==> src/design/tcw_pkg.sv <==
`default_nettype none

package tcw_pkg;

    // Operation codes carried in the op field of an input beat.
    typedef enum logic [1:0] {
        OP_PUT,
        OP_COLOUR,
        OP_CLEAR,
        OP_READ
    } op_t;

    // Classes of a put-character code.
    typedef enum logic [2:0] {
        CH_BS,
        CH_TAB,
        CH_CR,
        CH_NL,
        CH_PRINT,
        CH_OTHER
    } char_class_t;

    // One datapath operation per cycle, issued by the controller.
    typedef enum logic [3:0] {
        DP_NOP,
        DP_LOAD,
        DP_SET_ATTR,
        DP_ATTR_PROMPT,
        DP_ATTR_DEFAULT,
        DP_HOME,
        DP_GLYPH,
        DP_PROMPT_GLYPH,
        DP_BACKSPACE,
        DP_TAB,
        DP_CR,
        DP_NEWLINE,
        DP_FILL,
        DP_SCROLL_RD,
        DP_SCROLL_WR,
        DP_READ
    } dp_op_t;

    typedef enum logic [3:0] {
        ST_INIT,
        ST_IDLE,
        ST_EXEC,
        ST_FILL,
        ST_SCR_RD,
        ST_SCR_WR,
        ST_SCR_FILL,
        ST_NL_ATTR,
        ST_PROMPT,
        ST_NL_END,
        ST_RESP
    } state_t;

    localparam logic [7:0] CHAR_BS      = 8'h08;
    localparam logic [7:0] CHAR_TAB     = 8'h09;
    localparam logic [7:0] CHAR_NL      = 8'h0A;
    localparam logic [7:0] CHAR_CR      = 8'h0D;
    localparam logic [7:0] CHAR_SPACE   = 8'h20;
    localparam logic [7:0] ATTR_PROMPT  = 8'h04;
    localparam logic [7:0] ATTR_DEFAULT = 8'h0F;
    localparam int         PROMPT_LEN   = 9;
    localparam int         BS_MIN_COL   = 9;
    localparam int         TAB_STEP     = 8;
    localparam int         POS_W        = 11;
    localparam int         IN_W         = 29;
    localparam int         OUT_W        = 35;
    localparam int         S_TDATA_W    = 32;
    localparam int         M_TDATA_W    = 40;

    // Input item, op in the lowest bits.
    typedef struct packed {
        logic [10:0] cell_index;
        logic [3:0]  back_color;
        logic [3:0]  fore_color;
        logic [7:0]  char_code;
        op_t         op;
    } in_item_t;

    // Result item, cursor_pos in the lowest bits.
    typedef struct packed {
        logic [7:0]  current_attribute;
        logic [15:0] cell_value;
        logic [10:0] cursor_pos;
    } out_item_t;

    // Status from the datapath to the controller.
    typedef struct packed {
        op_t         op;
        char_class_t cls;
        logic        col_gt9;
        logic        col_end;
        logic        tab_wrap;
        logic        row_last;
        logic        ptr_copy_last;
        logic        ptr_last;
        logic        prompt_last;
    } dp_status_t;

    // The prompt text "guest:~$ ".
    function automatic logic [7:0] prompt_char(input logic [3:0] idx);
        logic [7:0] c;
        case (idx)
            4'd0:    c = 8'h67;
            4'd1:    c = 8'h75;
            4'd2:    c = 8'h65;
            4'd3:    c = 8'h73;
            4'd4:    c = 8'h74;
            4'd5:    c = 8'h3A;
            4'd6:    c = 8'h7E;
            4'd7:    c = 8'h24;
            default: c = 8'h20;
        endcase
        return c;
    endfunction

endpackage

`default_nettype wire

==> src/design/tcw_ctrl.sv <==
`default_nettype none

module tcw_ctrl (
    input  wire logic                aclk,
    input  wire logic                aresetn,
    input  wire logic                s_tvalid,
    input  wire logic                m_tvalid,
    input  wire logic                m_tready,
    input  wire tcw_pkg::dp_status_t status,
    output tcw_pkg::dp_op_t          cmd,
    output logic                     s_tready,
    output logic                     out_load
);

    tcw_pkg::state_t state_reg, state_next;
    // Set while a scroll was started by a newline, so the prompt follows it.
    logic nl_reg, nl_next;

    always_ff @(posedge aclk) begin
        if (!aresetn) begin
            state_reg <= tcw_pkg::ST_INIT;
            nl_reg    <= 1'b0;
        end else begin
            state_reg <= state_next;
            nl_reg    <= nl_next;
        end
    end

    always_comb begin
        state_next = state_reg;
        nl_next    = nl_reg;
        cmd        = tcw_pkg::DP_NOP;
        s_tready   = 1'b0;
        out_load   = 1'b0;
        case (state_reg)
            tcw_pkg::ST_INIT: begin
                cmd = tcw_pkg::DP_FILL;
                if (status.ptr_last) begin
                    state_next = tcw_pkg::ST_IDLE;
                end
            end
            tcw_pkg::ST_IDLE: begin
                s_tready = 1'b1;
                if (s_tvalid) begin
                    cmd        = tcw_pkg::DP_LOAD;
                    state_next = tcw_pkg::ST_EXEC;
                end
            end
            tcw_pkg::ST_EXEC: begin
                nl_next    = 1'b0;
                state_next = tcw_pkg::ST_RESP;
                case (status.op)
                    tcw_pkg::OP_COLOUR: begin
                        cmd = tcw_pkg::DP_SET_ATTR;
                    end
                    tcw_pkg::OP_CLEAR: begin
                        cmd        = tcw_pkg::DP_HOME;
                        state_next = tcw_pkg::ST_FILL;
                    end
                    tcw_pkg::OP_READ: begin
                        cmd = tcw_pkg::DP_READ;
                    end
                    tcw_pkg::OP_PUT: begin
                        case (status.cls)
                            tcw_pkg::CH_BS: begin
                                if (status.col_gt9) begin
                                    cmd = tcw_pkg::DP_BACKSPACE;
                                end
                            end
                            tcw_pkg::CH_TAB: begin
                                cmd = tcw_pkg::DP_TAB;
                                if (status.tab_wrap && status.row_last) begin
                                    state_next = tcw_pkg::ST_SCR_RD;
                                end
                            end
                            tcw_pkg::CH_CR: begin
                                cmd = tcw_pkg::DP_CR;
                            end
                            tcw_pkg::CH_NL: begin
                                cmd = tcw_pkg::DP_NEWLINE;
                                if (status.row_last) begin
                                    nl_next    = 1'b1;
                                    state_next = tcw_pkg::ST_SCR_RD;
                                end else begin
                                    state_next = tcw_pkg::ST_NL_ATTR;
                                end
                            end
                            tcw_pkg::CH_PRINT: begin
                                cmd = tcw_pkg::DP_GLYPH;
                                if (status.col_end && status.row_last) begin
                                    state_next = tcw_pkg::ST_SCR_RD;
                                end
                            end
                            default: begin
                                cmd = tcw_pkg::DP_NOP;
                            end
                        endcase
                    end
                    default: begin
                        cmd = tcw_pkg::DP_NOP;
                    end
                endcase
            end
            tcw_pkg::ST_FILL: begin
                cmd = tcw_pkg::DP_FILL;
                if (status.ptr_last) begin
                    state_next = tcw_pkg::ST_RESP;
                end
            end
            tcw_pkg::ST_SCR_RD: begin
                cmd        = tcw_pkg::DP_SCROLL_RD;
                state_next = tcw_pkg::ST_SCR_WR;
            end
            tcw_pkg::ST_SCR_WR: begin
                cmd = tcw_pkg::DP_SCROLL_WR;
                if (status.ptr_copy_last) begin
                    state_next = tcw_pkg::ST_SCR_FILL;
                end else begin
                    state_next = tcw_pkg::ST_SCR_RD;
                end
            end
            tcw_pkg::ST_SCR_FILL: begin
                cmd = tcw_pkg::DP_FILL;
                if (status.ptr_last) begin
                    state_next = nl_reg ? tcw_pkg::ST_NL_ATTR : tcw_pkg::ST_RESP;
                end
            end
            tcw_pkg::ST_NL_ATTR: begin
                cmd        = tcw_pkg::DP_ATTR_PROMPT;
                state_next = tcw_pkg::ST_PROMPT;
            end
            tcw_pkg::ST_PROMPT: begin
                cmd = tcw_pkg::DP_PROMPT_GLYPH;
                if (status.prompt_last) begin
                    state_next = tcw_pkg::ST_NL_END;
                end
            end
            tcw_pkg::ST_NL_END: begin
                cmd        = tcw_pkg::DP_ATTR_DEFAULT;
                state_next = tcw_pkg::ST_RESP;
            end
            tcw_pkg::ST_RESP: begin
                if (!m_tvalid || m_tready) begin
                    out_load   = 1'b1;
                    state_next = tcw_pkg::ST_IDLE;
                end
            end
            default: begin
                state_next = tcw_pkg::ST_IDLE;
            end
        endcase
    end

    // A newline that hits the bottom row must run the prompt after the scroll.
    assert property (@(posedge aclk) disable iff (!aresetn)
        state_reg == tcw_pkg::ST_SCR_FILL && status.ptr_last && nl_reg
        |=> state_reg == tcw_pkg::ST_NL_ATTR)
        else $error("newline scroll did not continue with the prompt");

endmodule

`default_nettype wire

==> config.mk <==
export PLATFORM = sky130hd
export DESIGN_NAME = tcw_ctrl
export DESIGN_NICKNAME = d
export VERILOG_FILES = /design/src/design/tcw_pkg.sv /design/src/design/tcw_ctrl.sv
export SDC_FILE = /design/constraint.sdc
export NUM_CORES = 1
export LEC_CHECK = 0
export BUFFER_PORTS_ARGS = -buffer_cell sky130_fd_sc_hd__buf_2
export CAP_MARGIN = 10
export CORE_MARGIN = 2
export CORE_UTILIZATION = 49
export CTS_CLUSTER_SIZE = 28
export DETAILED_ROUTE_END_ITERATION = 6
export PLACE_DENSITY = 0.87
export SETUP_SLACK_MARGIN = 0.5
export SYNTH_ARGS = -nofsm -noshare
export SYNTH_HDL_FRONTEND = slang
export SYNTH_SLANG_ARGS = --single-unit
==> constraint.sdc <==
create_clock -name aclk -period 2 [get_ports aclk]
set_clock_uncertainty 0.15 [all_clocks]
set_input_delay 0.2 -clock aclk [delete_from_list [all_inputs] [get_ports aclk]]
set_output_delay 0.2 -clock aclk [all_outputs]
set_load 0.01 [all_outputs]
==> results.cfg <==
[run_status]
status = finished with violations
violations = setup timing

[die]
die_h_microns = 42.1
die_x_microns = 42.1
row_count = 13
dieArea_sq_um = 1770
core_sq_um = 1330
io_pins = 23
start_util = 0.534

[pwr]
vdd_drop_max_mv = 0.397
fin_total_pwr_uw = 557
power.leakage_nw = 0.457
p_per_area_nw_per_um2 = 477

[placed_design]
dp_slack_ps = 130
gp_routability_congestion = 0.908
portBuffers = 22
dp_hpwl_mm = 1.55
dp.cells = 142

[clock_network]
cts.sinks = 5
clk_latency_ps = 250
cts_tree = built
cts_max_path_buffers = 2
cts_buffers = 3
clockRootBuffer = clkbuf_4
path_clk_slew_ps = 40
htreeDepth = 1

[critical_path]
crit_slowest_cell = or4b_4
required_ps = 1650
critical-path-top-delay-family = simple AND/OR/NAND/NOR gates
path_class = register to primary output
critical_path_buf_inv_count = 1
end_kind = primary output
crit_fanout = 3
crit_chain = or4b_4, nor2_4, nand3_2, o21ai_1, buf_2
arrival_ps = 1670
critPathLaunchType = register
slowest_delay_ps = 550

[global_routing]
grt_antenna_before_repair = 0
track_usage = 0.291
grt_pass1_wl_mm = 4.09
grt_pass1_vias = 890
grt-ovfl-total = 0
grt_max_degree = 20

[final_layout]
syn2layout_area_growth_pct = 64.1
largest_reg_flops = 4
nNetsFinal = 164
instances_no_fill = 161
fillers = 78
diodes = 0
drive_gt1_frac = 0.507

[yosys]
avgSynthCellArea_sq_um = 6.59
synthesis.nets = 125
synth_top_area_frac = 0.141
synth-edff-count = 0
synth_cells = 108
yosysSeqAreaShare = 0.141
synth_cell_types = 38
synth_ff_type = dfxtp_1
synth_area_sq_um = 712
synth.area.top_cells = dfxtp_1 14%, a21oi_1 7.7%, o21ai_0 7.7%, nor2b_1 6.2%, nor2_1 5.8%
async_flop_share = 0
yosysTopAreaCell = dfxtp_1
yosys_warnings = 0
ys_ff_latch = 5

[detailed_routing]
dr.first_iter.drc_count = 56
wl_per_cell_microns = 18.0
drc = 0
ant_nets = 0
finalWirelength_mm = 2.90
num_vias = 1072
drtPass1Iterations = 4
via_per_inst = 6.66

[sta]
worst_slew_pin_slew_ps = 546
finalMaxSlewViolations = 0
worst_slack_ps = -15.5
min_period_ps = 2020
fin_tns_setup_ps = -15.5
fmax_mhz = 496
rsz0062_at_grt = true
period_share = 1.01
finalSetupViolCount = 1
relSlewSlack = 0.633
final_hold_viol_count = 0
timing.hold.ws_ps = 108

[hold_path]
holdCritPathClass = input pin to register

[flow_run]
max_cap_violations = 0
## where the power goes
group          internal (mW)  switching [mW]
combinational          0.153           0.173
clock                 0.0756          0.0440
sequential             0.106         0.00489
## cells in the final DEF (no fill, tap or decap), types with 3 or more instances in the layout
cell type	count
nor2b_4	3
inv_1	4
clkbuf_4	3
nor2b_1	4
a21oi_2	3
o21ai_0	9
a21oi_1	8
buf_6	6
buf_2	22
nor3_1	3
nor2_1	7
nand2_1	8
buf_4	13
a211oi_2	3
## path summary, 6_finish.rpt
path	from	end	slack, ps	cells after the start
max	state_reg[2]$_SDFFE_PN0P_	cmd[1]	-20	5
min	aresetn	state_reg[2]$_SDFFE_PN0P_	110	2
max reg2reg	state_reg[2]$_SDFFE_PN0P_	state_reg[2]$_SDFFE_PN0P_	90	5
min reg2reg	state_reg[1]$_SDFFE_PN0P_	state_reg[1]$_SDFFE_PN0P_	520	2
## synth_stat cells (all sizes together) (2+ instances only)
library cell / instances
buf: 3
a2111oi: 2
nand3: 3
nor3b: 2
inv: 4
nor3: 4
or2b: 2
o31ai: 3
o21ai: 11
dfxtp: 5
nand2: 8
and2: 3
clkbuf: 5
a211oi: 5
a21oi: 11
a32o: 2
nor2: 11
nor2b: 7
## worst register-to-register path: stages (launching register included)
cell     delay, ps
dfxtp_2        330
or4b_4         550
buf_6          160
or4_4          430
nor2_2         120
o21a_1         110
## metal layers
| layer | GRT usage | up-vias | wire [microns] |
|---|---|---|---|
| met5 | 0 | - | 0 |
| met4 | 0.0625 | 0 | 104 |
| met3 | 0.0603 | 12 | 267 |
| met2 | 0.528 | 82 | 1360 |
| met1 | 0.352 | 497 | 1160 |
| li1 | - | 481 | - |
## logic make-up after synthesis
kind of cell | count (synthesis) | share of synthesized area
flops | 5 | 0.141
compound gates | 41 | 0.388
simple gates | 49 | 0.376
buf+inv | 12 | 0.0808
mux | 1 | 0.0141
## metrics by stage
step                utilization  cell area [sq um]
finish                    0.876               1170
global route              0.876               1170
detailed placement        0.645                861
global placement          0.645                861
CTS                       0.767               1020
floorplan                     -                751
## cell type report
class | instances | area (sq um) | area share
repair buffers | 42 | 290 | 0.248
multi-input cells | 91 | 712 | 0.609
inverters | 4 | 15.0 | 0.0128
clock buffers | 4 | 26.3 | 0.0225
well taps | 15 | 18.8 | 0.0161
flip-flops and latches | 5 | 106 | 0.0910
## timing repair
item | 4_1_cts | 5_1_grt
pin swaps | 9 | 15
setup buffers | 8 | 6
resized for setup | 20 | 22
endpoints found under the setup margin | 11 | 11
gates cloned | 1 | 0
hold buffers | 0 | 0
Power figures use the tool's default switching activity.
